## config.mk

```make
export PLATFORM = sky130hd
export DESIGN_NAME = sat_ctrl
export DESIGN_NICKNAME = d
export VERILOG_FILES = /design/src/rtl/sat_pkg.sv /design/src/rtl/sat_ctrl.sv
export VERILOG_INCLUDE_DIRS = /design/src /design/src/rtl
export SDC_FILE = /design/constraint.sdc
export NUM_CORES = 1
export LEC_CHECK = 0
export BUFFER_PORTS_ARGS = -buffer_cell sky130_fd_sc_hd__buf_2
export CORE_AREA = 2 2 39 41
export CTS_BUF_LIST = sky130_fd_sc_hd__clkbuf_8
export CTS_CLUSTER_DIAMETER = 200
export DETAILED_ROUTE_END_ITERATION = 8
export DIE_AREA = 0 0 41 43
export GPL_TIMING_DRIVEN = 1
export HOLD_SLACK_MARGIN = 0.06
export SYNTH_ARGS = -nofsm -noshare
export SYNTH_HDL_FRONTEND = slang
export SYNTH_SLANG_ARGS = --single-unit
```

## constraint.sdc

```tcl
create_clock -name clk -period 1.75 [get_ports clk]
set_input_delay 0.35 -clock clk [delete_from_list [all_inputs] [get_ports clk]]
set_output_delay 0.35 -clock clk [all_outputs]
set_load 0.03 [all_outputs]
```

## src/rtl/summed_area_table_2d_defines.svh

```systemverilog
// Assertion macros shared by the summed-area table RTL.
`ifndef SUMMED_AREA_TABLE_2D_DEFINES_SVH
`define SUMMED_AREA_TABLE_2D_DEFINES_SVH
`ifndef SYNTHESIS
// Check on every clock edge outside reset.
`define SAT_ASSERT(lbl, prop, msg) \
  lbl: assert property (@(posedge clk) disable iff (rst) prop) else $error(msg);
// Check on every clock edge, reset included.
`define SAT_ASSERT_RST(lbl, prop, msg) \
  lbl: assert property (@(posedge clk) prop) else $error(msg);
`else
`define SAT_ASSERT(lbl, prop, msg)
`define SAT_ASSERT_RST(lbl, prop, msg)
`endif
`endif

```

## src/rtl/sat_pkg.sv

```systemverilog
// Types, constants and codes shared by the summed-area table modules.
package sat_pkg;

  // Grid limits (defaults of the top-level parameters, at most 64 each)
  localparam int DEF_MAX_ROWS = 64;
  localparam int DEF_MAX_COLS = 64;

  // Field widths
  localparam int VALUE_WIDTH = 32;
  localparam int SUM_WIDTH   = 48;
  localparam int COORD_W     = 6;
  localparam int DIM_W       = 7;
  localparam int CFG_INDEX_W = 2;

  // Configuration register indexes
  localparam logic [CFG_INDEX_W-1:0] CFG_GRID_HEIGHT = 2'd0;
  localparam logic [CFG_INDEX_W-1:0] CFG_GRID_WIDTH  = 2'd1;
  localparam logic [CFG_INDEX_W-1:0] CFG_FILL_VALUE  = 2'd2;

  // Register reset values
  localparam logic [DIM_W-1:0] RST_GRID_HEIGHT = 7'd64;
  localparam logic [DIM_W-1:0] RST_GRID_WIDTH  = 7'd64;

  typedef enum logic [1:0] {
    OP_CLEAR = 2'd0,
    OP_ADD   = 2'd1,
    OP_BUILD = 2'd2,
    OP_QUERY = 2'd3
  } op_t;

  typedef enum logic [1:0] {
    ST_OK    = 2'd0,
    ST_RANGE = 2'd1,
    ST_PHASE = 2'd2
  } status_t;

  typedef enum logic [3:0] {
    S_INIT,
    S_IDLE,
    S_CLEAR,
    S_ADD_RD,
    S_ADD_WR,
    S_BUILD_RD,
    S_BUILD_WR,
    S_QRY_A,
    S_QRY_B,
    S_QRY_C,
    S_DONE
  } state_t;

  typedef struct packed {
    op_t                           op;
    logic [COORD_W-1:0]            row;
    logic [COORD_W-1:0]            col;
    logic signed [VALUE_WIDTH-1:0] value;
    logic [DIM_W-1:0]              row_lo;
    logic [DIM_W-1:0]              row_hi;
    logic [DIM_W-1:0]              col_lo;
    logic [DIM_W-1:0]              col_hi;
  } sat_in_t;

  typedef struct packed {
    logic signed [SUM_WIDTH-1:0] region_sum;
    logic [1:0]                  status;
  } sat_out_t;

  // Commands from the controller to the datapath
  typedef struct packed {
    logic idle;
    logic sweep;
    logic sweep_zero;
    logic add_rd;
    logic add_wr;
    logic build_rd;
    logic build_wr;
    logic qry_a;
    logic qry_b;
    logic qry_c;
    logic load_out;
  } sat_cmd_t;

  // Status from the datapath to the controller
  typedef struct packed {
    logic    item_valid;
    op_t     op;
    status_t check;
    logic    sweep_last;
    logic    build_last;
    logic    out_free;
  } sat_sts_t;

endpackage

```

## src/rtl/sat_ctrl.sv

```systemverilog
// Controller state machine of the summed-area table.
`include "summed_area_table_2d_defines.svh"

module sat_ctrl (
  input  logic              clk,
  input  logic              rst,
  input  sat_pkg::sat_sts_t sts,
  output sat_pkg::sat_cmd_t cmd
);

  sat_pkg::state_t state;
  sat_pkg::state_t state_next;

  // Advance state
  always_ff @(posedge clk) begin
    if (rst) begin
      state <= sat_pkg::S_INIT;
    end else begin
      state <= state_next;
    end
  end

  // Next state
  always_comb begin
    state_next = state;
    unique case (state)
      sat_pkg::S_INIT: begin
        if (sts.sweep_last) state_next = sat_pkg::S_IDLE;
      end
      sat_pkg::S_IDLE: begin
        if (sts.item_valid) begin
          if (sts.check != sat_pkg::ST_OK) begin
            state_next = sat_pkg::S_DONE;
          end else begin
            unique case (sts.op)
              sat_pkg::OP_CLEAR: state_next = sat_pkg::S_CLEAR;
              sat_pkg::OP_ADD:   state_next = sat_pkg::S_ADD_RD;
              sat_pkg::OP_BUILD: state_next = sat_pkg::S_BUILD_RD;
              sat_pkg::OP_QUERY: state_next = sat_pkg::S_QRY_A;
            endcase
          end
        end
      end
      sat_pkg::S_CLEAR: begin
        if (sts.sweep_last) state_next = sat_pkg::S_DONE;
      end
      sat_pkg::S_ADD_RD:   state_next = sat_pkg::S_ADD_WR;
      sat_pkg::S_ADD_WR:   state_next = sat_pkg::S_DONE;
      sat_pkg::S_BUILD_RD: state_next = sat_pkg::S_BUILD_WR;
      sat_pkg::S_BUILD_WR: begin
        state_next = sts.build_last ? sat_pkg::S_DONE : sat_pkg::S_BUILD_RD;
      end
      sat_pkg::S_QRY_A:    state_next = sat_pkg::S_QRY_B;
      sat_pkg::S_QRY_B:    state_next = sat_pkg::S_QRY_C;
      sat_pkg::S_QRY_C:    state_next = sat_pkg::S_DONE;
      sat_pkg::S_DONE: begin
        if (sts.out_free) state_next = sat_pkg::S_IDLE;
      end
      default:             state_next = sat_pkg::S_IDLE;
    endcase
  end

  // Decode commands
  always_comb begin
    cmd = '0;
    unique case (state)
      sat_pkg::S_INIT: begin
        cmd.sweep      = 1'b1;
        cmd.sweep_zero = 1'b1;
      end
      sat_pkg::S_IDLE:     cmd.idle     = 1'b1;
      sat_pkg::S_CLEAR:    cmd.sweep    = 1'b1;
      sat_pkg::S_ADD_RD:   cmd.add_rd   = 1'b1;
      sat_pkg::S_ADD_WR:   cmd.add_wr   = 1'b1;
      sat_pkg::S_BUILD_RD: cmd.build_rd = 1'b1;
      sat_pkg::S_BUILD_WR: cmd.build_wr = 1'b1;
      sat_pkg::S_QRY_A:    cmd.qry_a    = 1'b1;
      sat_pkg::S_QRY_B:    cmd.qry_b    = 1'b1;
      sat_pkg::S_QRY_C:    cmd.qry_c    = 1'b1;
      sat_pkg::S_DONE:     cmd.load_out = sts.out_free;
      default:             cmd = '0;
    endcase
  end

  `SAT_ASSERT(a_error_goes_done, cmd.idle && sts.item_valid && sts.check != sat_pkg::ST_OK |=> state == sat_pkg::S_DONE, "rejected item did not go straight to result")
  `SAT_ASSERT(a_done_holds, state == sat_pkg::S_DONE && !sts.out_free |=> state == sat_pkg::S_DONE, "result dropped while output slot busy")

endmodule

```

### Yosys cells after proc, flatten, opt, wreduce, memory -nomap -nowiden

Index checks and enable logic that the tools add are counted.

| word-level totals | value |
|---|---|
| flip-flop bits (word level) | 4 |

| operators by class | value |
|---|---|
| equal/unequal tests | 17 |
| reduce and logical (&&, ||, !) cells | 6 |
| mux-type cells | 19 |

Operators with widths:

| kind | number |
|---|---|
| case mux 4 bit (10 select lines) | 1 |
| two-way mux 4 bit | 6 |
| == test 4 x 3 -> 1 bit, second input constant | 4 |
| case mux 4 bit (4 select lines) | 1 |
| == test 4 bit, second input constant | 3 |
| two-way mux 1 bit | 11 |
| == test 4 x 2 -> 1 bit, second input constant | 2 |
| != test 2 bit, second input constant | 4 |
| == test 2 bit, second input constant | 2 |
| == test 4 x 1 -> 1 bit, second input constant | 1 |
| logical NOT 4 bit | 1 |
| AND reduction 4 bit | 1 |
| OR reduction 2 bit | 2 |
| == test 2 x 1 -> 1 bit, second input constant | 1 |
| logical NOT 2 bit | 1 |
| nonzero test 2 bit | 1 |

### Depth between registers and ports, before layout

Gate-level depths: netlist (run 1).

| depth | value |
|---|---|
| depth in word-level cells | 5 |
| gate-level depth with buffers | 6 |
| depth with buffers taken out | 5 |

### Least setup slack after synthesis (run 1)

Ideal clock, no wire load.

| path | value |
|---|---|
| path kind | reg-to-output |
| start | register state[3] |
| end | output port cmd[8] in the netlist's numbering |
| setup slack | -0.204 ns |
| buffers on the path | 2 |
| arrival | 1.604 ns |
| stages on the path, launching flop included | 4 |
| required time | 1.400 ns |
| path through | dfxtp_1 -> buf_2 -> buf_2 -> nor4_1 |

RTL lines:

| what | RTL line | text |
|---|---|---|
| start, declared | sat_ctrl.sv:11 | `sat_pkg::state_t state;` |
| start signal, assigned | sat_ctrl.sv:17 | `state <= sat_pkg::S_INIT;` |
| start signal, assigned | sat_ctrl.sv:19 | `state <= state_next;` |
| end, declared | sat_ctrl.sv:8 | `output sat_pkg::sat_cmd_t cmd` |

==> flow_metrics.env, run 1 <==
export IMPL_outcome="finished clean"
export IMPL_netlist_top_cells_count="sky130_fd_sc_hd__nor2_1, sky130_fd_sc_hd__nand2_1, sky130_fd_sc_hd__nor3_1"
export IMPL_antenna_found_initial=0
export IMPL_post_synth_top_area_fraction_pct=16.5
export IMPL_num_nets_final=103
export IMPL_reg_largest_list="state: 4 flops"
export IMPL_fillerInstances=144
export IMPL_route_detailed_drc=0
export IMPL_synth_area_top_cells="sky130_fd_sc_hd__dfxtp_1, sky130_fd_sc_hd__nor2_1, sky130_fd_sc_hd__nor3_1"
export IMPL_worstHoldPathType="primary input to register"
export IMPL_path_class="register to primary output"
export IMPL_cts_root_buffer_cell="sky130_fd_sc_hd__clkbuf_8"
export IMPL_post_cts_setup_buffer_count=0
export IMPL_first_pass_iters=4
export IMPL_sequential_to_total_area_share_from_yosys_stat_pct=16.5
export IMPL_holdBufCountCts=0
export IMPL_drt_wirelength_per_cell_um=12.5
export IMPL_pre_cts_ws_ns=0.138
export IMPL_via_count=562
export IMPL_drt_vias_per_instance=5.25
export IMPL_cp_max_fo=12
export IMPL_fp_dieW_um=41
export IMPL_max_slew_margin_pct=81.5
export IMPL_critical_path_buf_inv_count=1
export IMPL_cts_tree="built"
export IMPL_place_port_buffers=20
export IMPL_largest_register="state"
export IMPL_max_freq_ghz=0.601
export IMPL_timing_clock_skew_ns=0.00324
export IMPL_fp_dieH_um=43
export IMPL_syn_inst=70
export IMPL_timing_max_cap_violations=0
export IMPL_syn_area_um2=487
export IMPL_yosysMostFrequentCell="sky130_fd_sc_hd__nor2_1"
export IMPL_cts_path_max_buffers=2
export IMPL_tritoncts_buffer_count=3
export IMPL_rsz0062_at_grt="false"
export IMPL_fp_coreArea_um2=1380
export IMPL_clkLatencyLatePin_ns=0.22
export IMPL_synth_avg_cell_area_um2=6.95
export IMPL_routabilityCongestion=0.792
export IMPL_numClockSinks=4
export IMPL_hold_violations=0
export IMPL_leftover_overflow_at_the_end_of_global_routing=0
export IMPL_endpoint_kind="primary output"
export IMPL_antennaDiodeCount=0
export IMPL_setup_violations_final=0
export IMPL_rr_startpoint="state[1]"
export IMPL_slowest_library_cell_on_the_worst_path="sky130_fd_sc_hd__dfxtp_2"
export IMPL_ios=21
export IMPL_final_core_util_pct=47.1
export IMPL_synthesis_yosys_warnings=0
export IMPL_cp_slowest_stage_delay_ns=0.43
export IMPL_route_final_wire_length_mm=1.34
export IMPL_final_critical_path_setup_slack_ns=0.0869
export IMPL_largest_register_ff_count=4
export IMPL_critPathTopFamily="simple AND/OR/NAND/NOR gates"
export IMPL_vdd_drop_max_mv=0.396
export IMPL_global_routing_usage_summed_across_all_routing_layers_pct=18.3
export IMPL_flow_area_growth_from_synthesis_pct=33.9
export IMPL_synth_ff_type="sky130_fd_sc_hd__dfxtp_1"
export IMPL_fp_dieArea_um2=1760
export IMPL_share_of_layout_cells_above_drive_strength_1_pct=39.6
export IMPL_synth_async_reset_ratio_pct=0
export IMPL_synth_edff_count=0
export IMPL_yosys_area_top_type="sky130_fd_sc_hd__dfxtp_1"
export IMPL_grt_first_pass_wirelength_mm=2.19
export IMPL_critical_path_startpoint_type="register"
export IMPL_initial_core_util_pct=35.2
export IMPL_timing_critical_path_cells="nand2b_1 -> nor2_1 -> and2_1 -> buf_2"
export IMPL_clkSlewWorstSetupHoldPaths_ns=0.03
export IMPL_synth_lib_cells_used_distinct=33
export IMPL_detail_route_iter0_violations=4
export IMPL_worstPathRequired_ns=1.40
export IMPL_design_power_total_uw=548
export IMPL_setup_tns_ns=0
export IMPL_worstMarginPinSlew_ns=0.275
export IMPL_hpwl_um=979
export IMPL_worstSetupStartpoint="state[2]"
export IMPL_floorplan_rows=14
export IMPL_max_h_tree_level=1
export IMPL_grt_pass1_vias=535
export IMPL_finalCriticalPeriod_ns=1.66
export IMPL_finish_instance_area_um2=652
export IMPL_pin_count_of_the_biggest_net_entering_global_routing=17
export IMPL_syn_nets=80
export IMPL_report_final_slew_viol_count=0
export IMPL_cp_data_arrival_time_ns=1.31
export IMPL_power_leakage_uw=0.000279
export IMPL_yosys_register_bits=4
export IMPL_timing_hold_worst_start="rst"
export IMPL_ant_nets=0
export IMPL_post_dp_cell_area_um2=604
export IMPL_post_route_period_util_pct=95.0
export IMPL_power_per_cell_area_nw_per_um2=841
## per-stage QoR
step / hold slack, ns / cells
6_report: 0.348 / 107
5_1_grt: 0.350 / 107
3_3_place_gp: 0.576 / 104
3_5_place_dp: 0.576 / 104
2_1_floorplan: 0.412 / 70
4_1_cts: 0.347 / 107
## metal layers
layer | share of wire, % | wire length [um] | track usage, % | vias up
li1 | - | - | - | 294
met1 | 42 | 563 | 20.6 | 252
met2 | 53 | 703 | 29.4 | 14
met3 | 4.3 | 57 | 3.14 | 2
met4 | 1.0 | 14 | 12.0 | 0
met5 | 0 | 0 | 0 | -
## area by class of cell
| type | count | area [um^2] | area share [%] |
|---|---|---|---|
| multi-input cells | 60 | 374 | 57.4 |
| flip-flops and latches | 4 | 86.3 | 13.2 |
| repair buffers | 24 | 130 | 20.0 |
| well taps | 16 | 20.0 | 3.07 |
| clock buffers | 3 | 41.3 | 6.33 |
## cell usage in the layout (no fill, tap or decap), types with 2 or more instances in the layout
| cell | n |
|---|---|
| sky130_fd_sc_hd__or3_1 | 2 |
| sky130_fd_sc_hd__nor2b_1 | 3 |
| sky130_fd_sc_hd__nor3_1 | 6 |
| sky130_fd_sc_hd__nor2_1 | 10 |
| sky130_fd_sc_hd__clkbuf_8 | 3 |
| sky130_fd_sc_hd__dfxtp_2 | 2 |
| sky130_fd_sc_hd__nand2_1 | 7 |
| sky130_fd_sc_hd__o21bai_1 | 2 |
| sky130_fd_sc_hd__nand2b_1 | 4 |
| sky130_fd_sc_hd__buf_4 | 4 |
| sky130_fd_sc_hd__buf_2 | 20 |
| sky130_fd_sc_hd__a21oi_1 | 5 |
## repair_timing
item,CTS,global route
gates resized for setup,3,1
pin swaps,0,0
endpoints found under the setup margin,2,1
## where the power goes
group / switching, uW / total [uW] / leakage [uW] / internal (uW)
combinational: 137 / 224 / 0.000224 / 87.6
sequential: 27.8 / 132 / 0.0000342 / 104
clock: 45.5 / 192 / 0.0000216 / 146
total: 210 / 548 / 0.000279 / 338
## kinds of logic after synthesis
logic type / Yosys count / synth area share [%]
buf+inv: 6 / 7.97
compound gates: 17 / 24.4
mux: 1 / 2.06
flops: 4 / 16.5
simple gates: 42 / 49.1
## path summary, 6_finish.rpt
check	depth (start not counted)	slack, ns	end
max reg2reg	5	0.33	state[0]
min	2	0.35	state[1]
max	4	0.09	cmd[1]
min reg2reg	2	0.61	state[1]
Power figures use the tool's default switching activity.
==> run 2, diff against run 1 <==
--- a/config.mk
+++ b/config.mk
@@ -6,6 +6,7 @@
 export SDC_FILE = /design/constraint.sdc
 export NUM_CORES = 1
 export LEC_CHECK = 0
+export ABC_AREA = 1
 export BUFFER_PORTS_ARGS = -buffer_cell sky130_fd_sc_hd__buf_2
 export CORE_AREA = 2 2 39 41
 export CTS_BUF_LIST = sky130_fd_sc_hd__clkbuf_8
==> flow_metrics.env, run 2 <==
export IMPL_outcome="finished clean"
export IMPL_leftover_overflow_at_the_end_of_global_routing=0
export IMPL_grt_pass1_vias=385
export IMPL_share_of_layout_cells_above_drive_strength_1_pct=28.3
export IMPL_finish_instance_area_um2=552
export IMPL_synth_async_reset_ratio_pct=0
export IMPL_cp_slowest_stage_delay_ns=0.36
export IMPL_min_delay_path_depth=2
export IMPL_power_per_cell_area_nw_per_um2=1860
export IMPL_setup_violations_final=0
export IMPL_layout_commonest_cell="sky130_fd_sc_hd__nand2_1"
export IMPL_max_slew_margin_pct=80.8
export IMPL_floorplan_rows=14
export IMPL_ios=21
export IMPL_post_synth_top_area_fraction_pct=20.5
export IMPL_global_routing_usage_summed_across_all_routing_layers_pct=13.1
export IMPL_post_cts_setup_buffer_count=0
export IMPL_power_leakage_uw=0.000359
export IMPL_rsz0062_at_grt="false"
export IMPL_worstHoldPathType="primary input to register"
export IMPL_detail_route_iter0_violations=6
export IMPL_path_class="register to primary output"
export IMPL_reg_largest_list="state: 4 flops"
export IMPL_fp_dieArea_um2=1760
export IMPL_setup_tns_ns=0
export IMPL_clkLatencyLatePin_ns=0.22
export IMPL_timing_clock_skew_ns=0.00396
export IMPL_worst_slack_on_hold_paths_ns=0.337
export IMPL_antennaDiodeCount=0
export IMPL_yosys_register_bits=4
export IMPL_hold_violations=0
export IMPL_initial_core_util_pct=28.2
export IMPL_antenna_found_initial=0
export IMPL_worst_r2r_cell_count=7
export IMPL_clkSlewWorstSetupHoldPaths_ns=0.03
export IMPL_place_port_buffers=20
export IMPL_final_critical_path_setup_slack_ns=0.160
export IMPL_critical_path_top_cell_by_count="sky130_fd_sc_hd__inv_1"
export IMPL_largest_register="state"
export IMPL_timing_critical_path_cells="inv_1 -> nor2_1 -> nand2_1 -> inv_1 -> buf_2"
export IMPL_tritoncts_buffer_count=3
export IMPL_route_detailed_drc=0
export IMPL_synthesis_yosys_warnings=0
export IMPL_syn_area_um2=390
export IMPL_final_core_util_pct=39.9
export IMPL_cts_tree="built"
export IMPL_max_h_tree_level=1
export IMPL_synth_edff_count=0
export IMPL_sequential_to_total_area_share_from_yosys_stat_pct=20.5
export IMPL_synth_lib_cells_used_distinct=15
export IMPL_num_nets_final=111
export IMPL_fp_dieH_um=43
export IMPL_numClockSinks=4
export IMPL_grt_first_pass_wirelength_mm=1.53
export IMPL_ant_nets=0
export IMPL_pre_cts_ws_ns=0.371
export IMPL_post_dp_cell_area_um2=510
export IMPL_first_pass_iters=4
export IMPL_drt_wirelength_per_cell_um=8.78
export IMPL_max_freq_ghz=0.629
export IMPL_fp_dieW_um=41
export IMPL_yosys_area_top_type="sky130_fd_sc_hd__dfxtp_1"
export IMPL_via_count=499
export IMPL_slowest_library_cell_on_the_worst_path="sky130_fd_sc_hd__dfxtp_1"
export IMPL_cts_path_max_buffers=2
export IMPL_netlist_top_cells_count="sky130_fd_sc_hd__nand2_1, sky130_fd_sc_hd__nor2_1, sky130_fd_sc_hd__inv_1"
export IMPL_syn_nets=86
export IMPL_cts_root_buffer_cell="sky130_fd_sc_hd__clkbuf_8"
export IMPL_fp_coreArea_um2=1380
export IMPL_yosysMostFrequentCell="sky130_fd_sc_hd__nand2_1"
export IMPL_highest_count_cells_in_the_layout_ignoring_fill_and_taps="sky130_fd_sc_hd__nand2_1, sky130_fd_sc_hd__buf_2, sky130_fd_sc_hd__nor2_1"
export IMPL_cp_data_arrival_time_ns=1.24
export IMPL_critical_path_startpoint_type="register"
export IMPL_synth_area_top_cells="sky130_fd_sc_hd__dfxtp_1, sky130_fd_sc_hd__nand2_1, sky130_fd_sc_hd__nor2_1"
export IMPL_flow_area_growth_from_synthesis_pct=41.3
export IMPL_synth_ff_type="sky130_fd_sc_hd__dfxtp_1"
export IMPL_largest_register_ff_count=4
export IMPL_vdd_drop_max_mv=0.759
export IMPL_holdBufCountCts=0
export IMPL_routabilityCongestion=0.806
export IMPL_endpoint_kind="primary output"
export IMPL_cp_max_fo=4
export IMPL_report_final_slew_viol_count=0
export IMPL_route_final_wire_length_mm=1.01
export IMPL_post_route_period_util_pct=90.8
export IMPL_syn_inst=76
export IMPL_finalCriticalPeriod_ns=1.59
export IMPL_timing_max_cap_violations=0
export IMPL_synth_avg_cell_area_um2=5.14
export IMPL_pin_count_of_the_biggest_net_entering_global_routing=7
export IMPL_drt_vias_per_instance=4.34
export IMPL_worstMarginPinSlew_ns=0.286
export IMPL_ctsResizeCount=0
export IMPL_hpwl_um=827
export IMPL_worstPathRequired_ns=1.40
run 2: changes by cell type in the layout (fill, tap and decap cells not counted), sizes merged, moves of 3 or more:
cell    previous run  this run
nor3               7         1
inv                0        16
nand3              1         5
nor2b              3         0
nand2b             4         0
nand2              7        21
buf               24        20
nor2              10        18
run 2: power breakdown:
part | internal (uW) | switching (uW)
Clock | 147 | 47.4
Sequential | 128 | 43.6
Combinational | 201 | 459
run 2: metal layers:
metal,global-route usage [%],wire [um]
met1,19.6,501
met3,3.14,47
met5,0,0
met4,8.00,18
met2,15.9,443
run 2: area by class of cell:
type                            instances  area, um^2
Fill cell                             161         832
Multi-Input combinational cell         56         250
Timing Repair Buffer                   20         100
Sequential cell                         4        80.1
Inverter                               16        60.1
Clock buffer                            3        41.3
Tap cell                               16        20.0
run 2: final timing paths:
| path | from | slack (ns) | endpoint |
|---|---|---|---|
| worst max-delay path | state[3] | 0.16 | cmd[1] |
| worst min-delay path | rst | 0.34 | state[1] |
| worst max register to register | state[3] | 0.45 | state[3] |
| worst min register to register | state[0] | 0.67 | state[0] |
run 2: through the flow:
step / total power, uW / std cells
after detailed placement: 833 / 112
after floorplan: 673 / 76
final: 1030 / 115
after CTS: 1040 / 115
after global routing: 1120 / 115
after global placement: 839 / 112
run 2: cells by family (layout without fill, tap and decap cells):
family / Yosys count / count (layout) / share of synthesized area [%]
DFF: 4 / 4 / 20.5
buffers and inverters: 16 / 39 / 15.4
and+or+nand+nor: 48 / 48 / 52.6
AOI/OAI and AO/OA: 8 / 8 / 11.5
run 2: worst max-delay path, delay by kind of cell (launching register included):
family                 cells  cell delay [ns]
AND/OR/NAND/NOR            2             0.32
flip-flops                 1             0.36
buffers and inverters      3             0.33
==> run 3, diff against run 2 <==
--- a/config.mk
+++ b/config.mk
@@ -15,6 +15,7 @@
 export DIE_AREA = 0 0 41 43
 export GPL_TIMING_DRIVEN = 1
 export HOLD_SLACK_MARGIN = 0.06
+export PLACE_DENSITY = 0.62
 export SYNTH_ARGS = -nofsm -noshare
 export SYNTH_HDL_FRONTEND = slang
 export SYNTH_SLANG_ARGS = --single-unit
==> flow_metrics.env, run 3 (same netlist as run 2, synthesis figures left out) <==
export IMPL_fp_dieW_um=41
export IMPL_regToRegEndpoint="state[3]"
export IMPL_timing_max_cap_violations=0
export IMPL_report_final_slew_viol_count=0
export IMPL_routabilityCongestion=0.827
export IMPL_outcome="finished clean"
export IMPL_floorplan_rows=14
export IMPL_numClockSinks=4
export IMPL_worst_slack_on_hold_paths_ns=0.338
export IMPL_num_nets_final=111
export IMPL_post_cts_setup_buffer_count=0
export IMPL_detail_route_iter0_violations=8
export IMPL_highest_count_cells_in_the_layout_ignoring_fill_and_taps="sky130_fd_sc_hd__nand2_1, sky130_fd_sc_hd__buf_2, sky130_fd_sc_hd__nor2_1"
export IMPL_cp_slowest_stage_delay_ns=0.36
export IMPL_largest_register="state"
export IMPL_critical_path_buf_inv_count=2
export IMPL_tritoncts_buffer_count=3
export IMPL_worstPathRequired_ns=1.40
export IMPL_timing_critical_path_cells="inv_1 -> nor2_1 -> nand2_1 -> nor2_1 -> buf_2"
export IMPL_pin_count_of_the_biggest_net_entering_global_routing=7
export IMPL_hold_violations=0
export IMPL_flow_area_growth_from_synthesis_pct=41.3
export IMPL_clkSlewWorstSetupHoldPaths_ns=0.03
export IMPL_cts_root_buffer_cell="sky130_fd_sc_hd__clkbuf_8"
export IMPL_worst_r2r_cell_count=7
export IMPL_hpwl_um=857
export IMPL_min_delay_path_depth=2
export IMPL_antenna_found_initial=0
export IMPL_fillerInstances=167
export IMPL_initial_core_util_pct=28.2
export IMPL_post_route_period_util_pct=90.2
export IMPL_fp_dieArea_um2=1760
export IMPL_r2r_setup_slack_ns=0.48
export IMPL_fp_dieH_um=43
export IMPL_fp_coreArea_um2=1380
export IMPL_rsz0062_at_grt="false"
export IMPL_leftover_overflow_at_the_end_of_global_routing=0
export IMPL_max_freq_ghz=0.634
export IMPL_path_class="register to primary output"
export IMPL_timing_clock_skew_ns=0.00371
export IMPL_drt_vias_per_instance=4.33
export IMPL_critPathTopFamily="flip-flops"
export IMPL_ant_nets=0
export IMPL_worstMarginPinSlew_ns=0.252
export IMPL_first_pass_iters=4
export IMPL_slowest_library_cell_on_the_worst_path="sky130_fd_sc_hd__dfxtp_1"
export IMPL_vdd_drop_max_mv=0.807
export IMPL_cts_path_max_buffers=2
export IMPL_power_leakage_uw=0.000359
export IMPL_ctsResizeCount=0
export IMPL_antennaDiodeCount=0
export IMPL_drt_wirelength_per_cell_um=8.63
export IMPL_cp_max_fo=4
export IMPL_grt_first_pass_wirelength_mm=1.57
export IMPL_setup_violations_final=0
export IMPL_min_to="state[1]"
export IMPL_route_detailed_drc=0
export IMPL_worstHoldPathType="primary input to register"
export IMPL_via_count=498
export IMPL_max_h_tree_level=1
export IMPL_largest_register_ff_count=4
export IMPL_critical_path_top_cell_by_count="sky130_fd_sc_hd__nor2_1"
export IMPL_endpoint_kind="primary output"
export IMPL_route_final_wire_length_um=993
export IMPL_share_of_layout_cells_above_drive_strength_1_pct=28.3
export IMPL_setup_tns_ns=0
export IMPL_place_port_buffers=20
export IMPL_cts_tree="built"
export IMPL_finalCriticalPeriod_ns=1.58
export IMPL_cp_data_arrival_time_ns=1.23
export IMPL_timing_hold_worst_start="rst"
export IMPL_grt_pass1_vias=392
export IMPL_clkLatencyLatePin_ns=0.22
export IMPL_ios=21
export IMPL_final_core_util_pct=39.9
export IMPL_holdBufCountCts=0
export IMPL_reg_largest_list="state: 4 flops"
export IMPL_max_slew_margin_pct=83.1
export IMPL_global_routing_usage_summed_across_all_routing_layers_pct=13.5
export IMPL_power_per_cell_area_nw_per_um2=1860
export IMPL_critical_path_startpoint_type="register"
export IMPL_rr_startpoint="state[3]"
export IMPL_layout_commonest_cell="sky130_fd_sc_hd__nand2_1"
## run 3: worst max path at each step
stage / startpoint / to / cells past startpoint / slack, ns
finish: state[3] / cmd[0] / 5 / 0.17
detailed placement: state[3] / cmd[0] / 5 / 0.39
global placement: state[0] / cmd[7] / 3 / 0.38
global route: state[3] / cmd[2] / 5 / 0.02
floorplan: state[0] / cmd[7] / 2 / 0.19
CTS: state[3] / cmd[0] / 5 / 0.16
## run 3: final cells by class
class                   count  area [um^2]  share of cell area, %
clock buffers               3         41.3                   7.48
inverters                  16         60.1                   10.9
multi-input cells          56          250                   45.4
flip-flops and latches      4         80.1                   14.5
well taps                  16         20.0                   3.63
repair buffers             20          100                   18.1
## run 3: per-stage QoR
step	instances	power (uW)	cell area [um^2]	setup WS [ns]
final	115	1030	552	0.172
after global routing	115	1130	552	0.0225
after CTS	115	1040	552	0.159
after detailed placement	112	834	510	0.389
after global placement	112	838	510	0.385
after floorplan	76	673	390	0.194
## run 3: report_power, final
part	switching (uW)	internal [uW]	leakage [uW]
clock	51.7	147	0.0000216
combinational	455	201	0.000305
sequential	42.4	128	0.0000328
total	549	476	0.000359
## run 3: routing by layer
metal	wire length [um]	part of all wire, %	track usage, %	vias to the layer above
li1	-	-	-	280
met1	456	46	18.9	200
met2	451	45	18.1	16
met3	60	6.0	1.57	2
met4	25	2.5	10.0	0
met5	0	0	0	-
